$ cat src/hw/rtl/bcp_pkg.sv
// Package for the bracelet counter: widths, microcode types and the control ROM.
// Depends on nothing; used by the interfaces, the divider, the top level and the checker.
package bcp_pkg;

	localparam int COLORS_W  = 8;
	localparam int BEADS_W   = 6;
	localparam int COUNT_W   = 64;
	localparam int MAX_BEADS = 32;
	localparam int MUL_W     = 8;
	localparam int PROD_W    = COUNT_W + MUL_W;
	localparam int EXP_W     = BEADS_W;
	localparam int DIVR_W    = BEADS_W + 1;
	localparam int DIV_STEPS = COUNT_W;
	localparam int DIV_CNT_W = $clog2(DIV_STEPS);
	localparam int UPC_W     = 5;

	typedef logic [UPC_W-1:0] upc_t;

	// Datapath operations, one per control word
	typedef enum logic [3:0] {
		OP_NOP,
		OP_GCD_LD,
		OP_GCD_STEP,
		OP_PW_LD_GCD,
		OP_PW_LD_HALF,
		OP_PW_LD_HALF1,
		OP_PW_STEP,
		OP_PW_MUL_N,
		OP_PW_MUL_H,
		OP_SUM_ADD,
		OP_DIV_START,
		OP_FINISH
	} op_t;

	// Jump conditions
	typedef enum logic [3:0] {
		C_NEVER,
		C_ALWAYS,
		C_GCD_NE,
		C_E_NE1,
		C_I_LT_N,
		C_N_EVEN,
		C_OVF,
		C_DIV_BUSY,
		C_OUT_FULL
	} cond_t;

	typedef struct packed {
		op_t   op;
		cond_t cond;
		upc_t  tgt;
	} ucode_t;

	// Program step addresses
	localparam upc_t S_GCD_LD   = 5'd0;
	localparam upc_t S_GCD_RUN  = 5'd1;
	localparam upc_t S_POW_LD   = 5'd2;
	localparam upc_t S_POW_RUN  = 5'd3;
	localparam upc_t S_ROT_ADD  = 5'd4;
	localparam upc_t S_REF_LD   = 5'd5;
	localparam upc_t S_ODD_POW  = 5'd6;
	localparam upc_t S_ODD_MUL  = 5'd7;
	localparam upc_t S_ODD_ADD  = 5'd8;
	localparam upc_t S_EVN_POW1 = 5'd9;
	localparam upc_t S_EVN_MUL1 = 5'd10;
	localparam upc_t S_EVN_ADD1 = 5'd11;
	localparam upc_t S_EVN_LD2  = 5'd12;
	localparam upc_t S_EVN_POW2 = 5'd13;
	localparam upc_t S_EVN_MUL2 = 5'd14;
	localparam upc_t S_EVN_ADD2 = 5'd15;
	localparam upc_t S_OVF_CHK  = 5'd16;
	localparam upc_t S_DIV_GO   = 5'd17;
	localparam upc_t S_DIV_WAIT = 5'd18;
	localparam upc_t S_FINISH   = 5'd19;

	// Control program: rotation sum, reflection terms, then divide by 2n
	function automatic ucode_t ucode_rom(input upc_t addr);
		ucode_t w;
		unique case (addr)
			S_GCD_LD:   w = '{op: OP_GCD_LD,      cond: C_NEVER,    tgt: S_GCD_LD};
			S_GCD_RUN:  w = '{op: OP_GCD_STEP,    cond: C_GCD_NE,   tgt: S_GCD_RUN};
			S_POW_LD:   w = '{op: OP_PW_LD_GCD,   cond: C_NEVER,    tgt: S_GCD_LD};
			S_POW_RUN:  w = '{op: OP_PW_STEP,     cond: C_E_NE1,    tgt: S_POW_RUN};
			S_ROT_ADD:  w = '{op: OP_SUM_ADD,     cond: C_I_LT_N,   tgt: S_GCD_LD};
			S_REF_LD:   w = '{op: OP_PW_LD_HALF1, cond: C_N_EVEN,   tgt: S_EVN_POW1};
			S_ODD_POW:  w = '{op: OP_PW_STEP,     cond: C_E_NE1,    tgt: S_ODD_POW};
			S_ODD_MUL:  w = '{op: OP_PW_MUL_N,    cond: C_NEVER,    tgt: S_GCD_LD};
			S_ODD_ADD:  w = '{op: OP_SUM_ADD,     cond: C_ALWAYS,   tgt: S_OVF_CHK};
			S_EVN_POW1: w = '{op: OP_PW_STEP,     cond: C_E_NE1,    tgt: S_EVN_POW1};
			S_EVN_MUL1: w = '{op: OP_PW_MUL_H,    cond: C_NEVER,    tgt: S_GCD_LD};
			S_EVN_ADD1: w = '{op: OP_SUM_ADD,     cond: C_NEVER,    tgt: S_GCD_LD};
			S_EVN_LD2:  w = '{op: OP_PW_LD_HALF,  cond: C_NEVER,    tgt: S_GCD_LD};
			S_EVN_POW2: w = '{op: OP_PW_STEP,     cond: C_E_NE1,    tgt: S_EVN_POW2};
			S_EVN_MUL2: w = '{op: OP_PW_MUL_H,    cond: C_NEVER,    tgt: S_GCD_LD};
			S_EVN_ADD2: w = '{op: OP_SUM_ADD,     cond: C_NEVER,    tgt: S_GCD_LD};
			S_OVF_CHK:  w = '{op: OP_NOP,         cond: C_OVF,      tgt: S_FINISH};
			S_DIV_GO:   w = '{op: OP_DIV_START,   cond: C_NEVER,    tgt: S_GCD_LD};
			S_DIV_WAIT: w = '{op: OP_NOP,         cond: C_DIV_BUSY, tgt: S_DIV_WAIT};
			S_FINISH:   w = '{op: OP_FINISH,      cond: C_OUT_FULL, tgt: S_FINISH};
			default:    w = '{op: OP_NOP,         cond: C_ALWAYS,   tgt: S_FINISH};
		endcase
		return w;
	endfunction

endpackage

$ cat src/hw/rtl/bcp_if.sv
// Valid/ready channel interfaces for the bracelet counter: request and response.
// Depends on bcp_pkg for field widths.
interface bcp_req_if;
	logic                         valid;
	logic                         ready;
	logic [bcp_pkg::COLORS_W-1:0] colors;
	logic [bcp_pkg::BEADS_W-1:0]  beads;

	modport source (output valid, output colors, output beads, input ready);
	modport sink (input valid, input colors, input beads, output ready);
endinterface

interface bcp_rsp_if;
	logic                        valid;
	logic                        ready;
	logic [bcp_pkg::COUNT_W-1:0] count;
	logic                        overflow;
	logic                        invalid;

	modport source (output valid, output count, output overflow, output invalid, input ready);
	modport sink (input valid, input count, input overflow, input invalid, output ready);
endinterface

$ cat src/hw/rtl/bcp_div.sv
// Iterative restoring divider: 64-bit dividend by a 7-bit divisor, one bit per cycle.
// Depends on bcp_pkg for widths and step count.
module bcp_div (
	input  logic                        clk,
	input  logic                        arst_n,
	input  logic                        start,
	input  logic [bcp_pkg::COUNT_W-1:0] dividend,
	input  logic [bcp_pkg::DIVR_W-1:0]  divisor,
	output logic                        busy,
	output logic [bcp_pkg::COUNT_W-1:0] quotient
);
	import bcp_pkg::*;

	logic                 busy_q;
	logic [DIV_CNT_W-1:0] cnt_q;
	logic [COUNT_W-1:0]   dvd_q;
	logic [DIVR_W-1:0]    rem_q;
	logic [DIVR_W-1:0]    dsr_q;
	logic [DIVR_W:0]      trial;
	logic [DIVR_W:0]      diff;
	logic                 ge;

	// Trial subtract of the next remainder
	always_comb begin
		trial = {rem_q, dvd_q[COUNT_W-1]};
		diff  = trial - {1'b0, dsr_q};
		ge    = trial >= {1'b0, dsr_q};
	end

	// Hold busy and the bit counter
	always_ff @(posedge clk or negedge arst_n) begin
		if (!arst_n) begin
			busy_q <= 1'b0;
			cnt_q  <= '0;
		end else if (start) begin
			busy_q <= 1'b1;
			cnt_q  <= DIV_CNT_W'(DIV_STEPS - 1);
		end else if (busy_q) begin
			if (cnt_q == '0) begin
				busy_q <= 1'b0;
			end else begin
				cnt_q <= cnt_q - 1'b1;
			end
		end
	end

	// Shift quotient bits into the dividend register
	always_ff @(posedge clk) begin
		if (start) begin
			dvd_q <= dividend;
			rem_q <= '0;
			dsr_q <= divisor;
		end else if (busy_q) begin
			dvd_q <= {dvd_q[COUNT_W-2:0], ge};
			rem_q <= ge ? diff[DIVR_W-1:0] : trial[DIVR_W-1:0];
		end
	end

	assign busy     = busy_q;
	assign quotient = dvd_q;

endmodule

$ cat src/hw/rtl/bracelet_count_polya_unit.sv
// Bracelet counter top level: microcoded sequencer over a 64x8 multiply/add datapath.
// Depends on bcp_pkg, bcp_if (bcp_req_if, bcp_rsp_if) and bcp_div.
//
//   channel | role   | payload
//   req     | sink   | colors[7:0], beads[5:0]
//   rsp     | source | count[63:0], overflow, invalid
//
// One request at a time; a new request is taken as soon as the previous one is
// parked in the response register. Work per request: per rotation a subtractive
// gcd, a power loop of gcd(i,n) multiplies and three overhead steps; then the
// reflection powers and a divide. A bad request (zero input or too many beads)
// goes straight to the finish step.
// Reset clears the sequencer, the divider and the response valid.
// A stalled response holds the sequencer in its last step until taken.
module bracelet_count_polya_unit (
	input  logic      clk,
	input  logic      arst_n,
	bcp_req_if.sink   req,
	bcp_rsp_if.source rsp
);
	import bcp_pkg::*;

	// Sequencer control
	logic busy_q;
	upc_t upc_q;
	ucode_t cw;
	logic jump;
	logic accept;
	logic in_bad;
	logic out_free;
	logic fin_fire;
	logic div_start;
	logic div_busy;
	logic [COUNT_W-1:0] div_quot;

	// Datapath
	logic [COLORS_W-1:0] k_q;
	logic [BEADS_W-1:0]  n_q;
	logic [BEADS_W-1:0]  i_q;
	logic [BEADS_W-1:0]  gx_q;
	logic [BEADS_W-1:0]  gy_q;
	logic [EXP_W-1:0]    e_q;
	logic [COUNT_W-1:0]  pw_q;
	logic [COUNT_W-1:0]  sum_q;
	logic                ovf_q;
	logic                inv_q;
	logic [MUL_W-1:0]    mul_m;
	logic [PROD_W-1:0]   prod;
	logic [COUNT_W:0]    sum_nx;

	// Response register
	logic               rsp_valid_q;
	logic [COUNT_W-1:0] rsp_count_q;
	logic               rsp_ovf_q;
	logic               rsp_inv_q;

	// Decode control word and jump condition
	always_comb begin
		cw       = ucode_rom(upc_q);
		out_free = !rsp_valid_q || rsp.ready;
		unique case (cw.cond)
			C_NEVER:    jump = 1'b0;
			C_ALWAYS:   jump = 1'b1;
			C_GCD_NE:   jump = gx_q != gy_q;
			C_E_NE1:    jump = e_q != EXP_W'(1);
			C_I_LT_N:   jump = i_q < n_q;
			C_N_EVEN:   jump = !n_q[0];
			C_OVF:      jump = ovf_q;
			C_DIV_BUSY: jump = div_busy;
			C_OUT_FULL: jump = !out_free;
			default:    jump = 1'b0;
		endcase
	end

	assign accept    = req.valid && !busy_q;
	assign in_bad    = (req.colors == '0) || (req.beads == '0)
		|| ({1'b0, req.beads} > DIVR_W'(MAX_BEADS));
	assign fin_fire  = busy_q && (cw.op == OP_FINISH) && out_free;
	assign div_start = busy_q && (cw.op == OP_DIV_START);

	// Shared multiplier operand and adder
	always_comb begin
		if (cw.op == OP_PW_MUL_N) begin
			mul_m = MUL_W'(n_q);
		end else if (cw.op == OP_PW_MUL_H) begin
			mul_m = MUL_W'(n_q[BEADS_W-1:1]);
		end else begin
			mul_m = k_q;
		end
		prod   = PROD_W'(pw_q) * PROD_W'(mul_m);
		sum_nx = {1'b0, sum_q} + {1'b0, pw_q};
	end

	// Advance the step counter; drop busy when the result is stored
	always_ff @(posedge clk or negedge arst_n) begin
		if (!arst_n) begin
			busy_q      <= 1'b0;
			upc_q       <= S_GCD_LD;
			rsp_valid_q <= 1'b0;
		end else begin
			if (accept) begin
				busy_q <= 1'b1;
				upc_q  <= in_bad ? S_FINISH : S_GCD_LD;
			end else if (busy_q) begin
				upc_q <= jump ? cw.tgt : upc_q + 1'b1;
				if (fin_fire) begin
					busy_q <= 1'b0;
				end
			end
			if (fin_fire) begin
				rsp_valid_q <= 1'b1;
			end else if (rsp.ready) begin
				rsp_valid_q <= 1'b0;
			end
		end
	end

	// Execute the datapath operation of the current step
	always_ff @(posedge clk) begin
		if (accept) begin
			k_q   <= req.colors;
			n_q   <= req.beads;
			i_q   <= BEADS_W'(1);
			sum_q <= '0;
			ovf_q <= 1'b0;
			inv_q <= in_bad;
		end else if (busy_q) begin
			unique case (cw.op)
				OP_GCD_LD: begin
					gx_q <= i_q;
					gy_q <= n_q;
				end
				OP_GCD_STEP: begin
					if (gx_q > gy_q) begin
						gx_q <= gx_q - gy_q;
					end else if (gy_q > gx_q) begin
						gy_q <= gy_q - gx_q;
					end
				end
				OP_PW_LD_GCD: begin
					pw_q <= COUNT_W'(1);
					e_q  <= gx_q;
				end
				OP_PW_LD_HALF: begin
					pw_q <= COUNT_W'(1);
					e_q  <= EXP_W'(n_q[BEADS_W-1:1]);
				end
				OP_PW_LD_HALF1: begin
					pw_q <= COUNT_W'(1);
					e_q  <= EXP_W'(n_q[BEADS_W-1:1]) + EXP_W'(1);
				end
				OP_PW_STEP, OP_PW_MUL_N, OP_PW_MUL_H: begin
					pw_q <= prod[COUNT_W-1:0];
					if (prod[PROD_W-1:COUNT_W] != '0) begin
						ovf_q <= 1'b1;
					end
					if (cw.op == OP_PW_STEP) begin
						e_q <= e_q - EXP_W'(1);
					end
				end
				OP_SUM_ADD: begin
					sum_q <= sum_nx[COUNT_W-1:0];
					i_q   <= i_q + BEADS_W'(1);
					if (sum_nx[COUNT_W]) begin
						ovf_q <= 1'b1;
					end
				end
				OP_NOP, OP_DIV_START, OP_FINISH: begin
				end
				default: begin
				end
			endcase
		end
		if (fin_fire) begin
			rsp_count_q <= (ovf_q || inv_q) ? '0 : div_quot;
			rsp_ovf_q   <= ovf_q && !inv_q;
			rsp_inv_q   <= inv_q;
		end
	end

	// Divide the total by twice the bead count
	bcp_div u_div (
		.clk      (clk),
		.arst_n   (arst_n),
		.start    (div_start),
		.dividend (sum_q),
		.divisor  ({n_q, 1'b0}),
		.busy     (div_busy),
		.quotient (div_quot)
	);

	assign req.ready    = !busy_q;
	assign rsp.valid    = rsp_valid_q;
	assign rsp.count    = rsp_count_q;
	assign rsp.overflow = rsp_ovf_q;
	assign rsp.invalid  = rsp_inv_q;

endmodule

$ cat src/flat_wrapper.sv
// flat-port wrapper written by rule: the top's interface ports become plain ports
module bracelet_count_polya_unit_flat import bcp_pkg::*;
  (clk, arst_n, req_valid, req_colors, req_beads, req_ready, rsp_valid, rsp_count, rsp_overflow, rsp_invalid, rsp_ready);
  bcp_req_if req_i ();
  bcp_rsp_if rsp_i ();
  input  logic clk;
  input  logic arst_n;
  input wire logic [$bits(req_i.valid)-1:0] req_valid;
  input wire logic [$bits(req_i.colors)-1:0] req_colors;
  input wire logic [$bits(req_i.beads)-1:0] req_beads;
  output wire logic [$bits(req_i.ready)-1:0] req_ready;
  output wire logic [$bits(rsp_i.valid)-1:0] rsp_valid;
  output wire logic [$bits(rsp_i.count)-1:0] rsp_count;
  output wire logic [$bits(rsp_i.overflow)-1:0] rsp_overflow;
  output wire logic [$bits(rsp_i.invalid)-1:0] rsp_invalid;
  input wire logic [$bits(rsp_i.ready)-1:0] rsp_ready;
  assign req_i.valid = req_valid;
  assign req_i.colors = req_colors;
  assign req_i.beads = req_beads;
  assign req_ready = req_i.ready;
  assign rsp_valid = rsp_i.valid;
  assign rsp_count = rsp_i.count;
  assign rsp_overflow = rsp_i.overflow;
  assign rsp_invalid = rsp_i.invalid;
  assign rsp_i.ready = rsp_ready;
  bracelet_count_polya_unit u_core (.clk(clk), .arst_n(arst_n), .req(req_i), .rsp(rsp_i));
endmodule
$ cat config.mk
export PLATFORM = sky130hd
export DESIGN_NAME = bracelet_count_polya_unit_flat
export DESIGN_NICKNAME = d
export VERILOG_FILES = /design/src/hw/rtl/bcp_pkg.sv /design/src/hw/rtl/bcp_if.sv /design/src/hw/rtl/bcp_div.sv /design/src/hw/rtl/bracelet_count_polya_unit.sv /design/src/flat_wrapper.sv
export SDC_FILE = /design/constraint.sdc
export NUM_CORES = 2
export LEC_CHECK = 0
export BUFFER_PORTS_ARGS = -buffer_cell sky130_fd_sc_hd__buf_4
export CORE_ASPECT_RATIO = 1.2
export CORE_MARGIN = 3
export CORE_UTILIZATION = 60
export CTS_CLUSTER_SIZE = 24
export DETAILED_ROUTE_END_ITERATION = 12
export HOLD_SLACK_MARGIN = 0.06
export PLACE_DENSITY = 0.74
export SLEW_MARGIN = 0
export SYNTH_ARGS = -nofsm -noshare
export SYNTH_HDL_FRONTEND = slang
export SYNTH_HIERARCHICAL = 1
export SYNTH_SLANG_ARGS = --single-unit
$ cat constraint.sdc
create_clock -name clk -period 10.33 [get_ports clk]
set_clock_uncertainty 0.1 [all_clocks]
set_input_delay 1.033 -clock clk [delete_from_list [all_inputs] [get_ports clk]]
set_output_delay 1.033 -clock clk [all_outputs]
set_load 0.02 [all_outputs]
==> flow_summary_export.csv <==
group,metric,value,unit
synthesis,yosysWarnings,6,
floorplanning,core-area,56200,um^2
sta,report.final.setup_viol,0,
worst_setup_path,crit_fanout,29,
cts,postCtsSetupRepairBufs,0,
cells_and_area,ff_latch_area,8940,um^2
worst_setup_path,critPathMostFrequentCell,"fa_1",
routing,routed.top_layer,"met4",
routing,vias,26800,
hold_path,min_path_type,"input pin to async pin",
grt,antenna_found_initial,0,
sta,timing.setup.tns,0,ns
grt,grt.total_usage,30.6,%
routing,drtIter0Drc,2414,
routing,met2WireLength,43.1,mm
floorplanning,dieWidth,224,um
synthesis,synth_nets,4174,
routing,drtAntennaViolNets,0,
worst_setup_path,cp.required,10.50,ns
synthesis,synth_top_cell_area_share,22.0,%
worst_setup_path,start_kind,"flop",
cts,cts_tree,"yes",
cells_and_area,nNetsFinal,4139,
cells_and_area,fillers,4592,
synthesis,async_flop_share,4.29,%
routing,first_pass_iters,5,
synthesis,syn_area,34200,um^2
place,port_buffers,85,
cells_and_area,syn_to_final_growth,6.64,%
worst_setup_path,critPathKind,"flop to flop",
grt,grt_pass1_vias,27900,
sta,period_share,87.6,%
worst_setup_path,arrival,9.22,ns
synthesis,syn-mean-instance-area,9.54,um^2
cells_and_area,final_layout_size_suffix_gt1_share,8.35,%
cts,ctsHoldBuffers,0,
worst_setup_path,max_stage_delay,0.77,ns
routing,wl_met1,38.7,mm
cts,cts_max_path_buffers,3,
routing,met3_wirelength,5.96,mm
synthesis,netlist_top_cells_count,"376 x fa_1, 372 x and2_1, 335 x inv_1, 258 x nand2_1, 234 x edfxtp_1",
floorplanning,start_util,60.9,%
synthesis,ys.flop_type,"edfxtp_1",
sta,slew_headroom,24.1,%
routing,avgViaCountPerCell,6.21,
synthesis,synth.largest_area_cell,"fa_1",
grt,grt-ovfl-total,0,
synthesis,yosysMostFrequentCell,"fa_1",
routing,wl_per_cell,20.9,um
sta,max_freq,0.111,GHz
flow_run,cap_violations,0,
cells_and_area,stdcell_count,4308,
cts,cts_sinks,326,
status,outcome,"completed",
synthesis,synth-edff-count,234,
synthesis,syn_inst,3588,
routing,drc,0,
worst_setup_path,critPathSlowestCell,"a21oi_4",
cts,cts-root-buf,"clkbuf_16",
floorplanning,die_area,60000,um^2
sta,hold_violations,0,
cts,clock_latency,0.57,ns
place,hpwlAfterDp,67.2,mm
sta,tightest_slew,1.13,ns
cts,htree_levels,2,
floorplanning,die_h,268,um
sta,slew_viol_final,0,
grt,grt_pass1_wl,148,mm
sta,rsz0062_at_grt,"no",
synthesis,synth-seq-cells,326,
synthesis,synth_area_leaders,"fa_1 22%, edfxtp_1 21%, ha_1 7.0%, and2_1 6.8%, dfxtp_1 4.6%",
cts,cts_resized,0,
grt,grt_max_degree,76,
sta,fin_crit,9.04,ns
synthesis,synth.yosys.seq_area_share,26.1,%
worst_setup_path,cp-end-kind,"flop",
floorplanning,ios,86,
synthesis,ys_types,109,
routing,drt_wl_total,90.1,mm
place,place_congestion,0.951,
cells_and_area,multi_input_area,23400,um^2
floorplanning,fp-row-count,95,
cts,cts_buffers,36,
place,dp_cells,4242,
cts,clk_pin_slew,0.06,ns
[through the flow]
step           util [%]  hold WS (ns)  worst slack (ns)  instance area [um^2]
2_1_floorplan         -         0.347              2.95                 34200
3_3_place_gp       62.9         0.370              1.66                 35400
3_5_place_dp       62.9         0.383              1.43                 35400
4_1_cts            64.9         0.205              1.39                 36500
5_1_grt            64.9         0.221             0.811                 36500
6_report           64.9         0.223              1.29                 36500
[path summary, 6_finish.rpt]
check	depth (start not counted)	startpoint	slack (ns)	endpoint
setup / recovery	29	u_core/upc_q[1]	1.29	u_core/pw_q[58]
hold / removal	1	arst_n	0.22	u_core/u_div/cnt_q[5]
setup reg to reg	29	u_core/upc_q[1]	1.29	u_core/pw_q[58]
hold reg to reg	1	u_core/u_div/cnt_q[0]	0.39	u_core/u_div/cnt_q[0]
max in group asynchronous	1	arst_n	9.73	u_core/upc_q[2]
min in group clk	1	u_core/u_div/cnt_q[0]	0.39	u_core/u_div/cnt_q[0]
[area by class of cell]
cell class | count | area share (%)
repair buffers | 115 | 2.47
diodes | 1 | 0.00685
multi-input cells | 2737 | 64.0
inverters | 337 | 3.46
flip-flops and latches | 326 | 24.5
well taps | 727 | 2.49
clock buffers | 43 | 2.59
clock inverters | 22 | 0.483
[kinds of logic (layout without fill, tap and decap cells)]
logic type | count (synthesis) | count (layout) | synth area share (%)
and+or+nand+nor | 1279 | 1279 | 20.0
AOI/OAI and AO/OA | 675 | 675 | 12.9
adders and majority gates | 568 | 568 | 29.0
buffers and inverters | 525 | 517 | 5.92
DFF | 326 | 326 | 26.1
xor gates and xnor gates | 139 | 139 | 3.56
muxes | 75 | 75 | 2.47
other | 1 | 2 | 0.0110
[flip-flops by register name (all words and copies together), names as in the netlist]
register,cells
u_core/upc_q,5
u_core/u_div/quotient,64
u_core/u_div/rem_q,7
u_core/busy_q,1
u_core/u_div/dsr_q,7
u_core/rsp.overflow,1
u_core/rsp.count,64
u_core/e_q,6
u_core/ovf_q,1
u_core/u_div/busy,1
u_core/sum_q,64
u_core/gy_q,6
u_core/i_q,6
u_core/rsp.valid,1
u_core/inv_q,1
u_core/gx_q,6
u_core/k_q,8
u_core/pw_q,64
u_core/rsp.invalid,1
u_core/n_q,6
u_core/u_div/cnt_q,6
[layer usage]
metal | GRT usage, % | up-vias
li1 | - | 12200
met1 | 42.0 | 13400
met2 | 50.9 | 970
met3 | 4.85 | 192
met4 | 8.73 | 0
met5 | 0 | -
[layout by cell type, fill, tap and decap left out, types with 14 or more instances in the layout]
| cell | instances |
|---|---|
| dfrtp_1 | 14 |
| a21oi_1 | 174 |
| o21ai_1 | 18 |
| nor2_1 | 172 |
| ha_1 | 192 |
| a21o_1 | 83 |
| o211ai_1 | 19 |
| and3_1 | 142 |
| dfxtp_1 | 78 |
| a31oi_1 | 21 |
| fa_1 | 376 |
| mux2_2 | 60 |
| o21bai_1 | 31 |
| nor3_1 | 38 |
| edfxtp_1 | 234 |
| nand2b_1 | 29 |
| xor2_1 | 60 |
| nand4_1 | 60 |
| clkbuf_16 | 36 |
| nand3_1 | 102 |
| o21a_1 | 22 |
| nor2b_1 | 26 |
| xnor2_1 | 79 |
| inv_1 | 334 |
| o21ai_0 | 150 |
| buf_4 | 112 |
| and2_1 | 372 |
| nand2_1 | 257 |
| a211oi_1 | 22 |
[worst max-delay path, delay by kind of cell, from the launching register on]
kind / cells / cell delay [ns]
compound gates: 10 / 3.16
xor+xnor: 1 / 0.08
fa+ha+maj: 6 / 2.66
buf+inv: 4 / 0.60
flops: 1 / 0.43
mux: 1 / 0.23
simple gates: 7 / 1.47
Power is not shown: default switching activity piles up to over one toggle a cycle in this logic, so the estimate is an artifact.
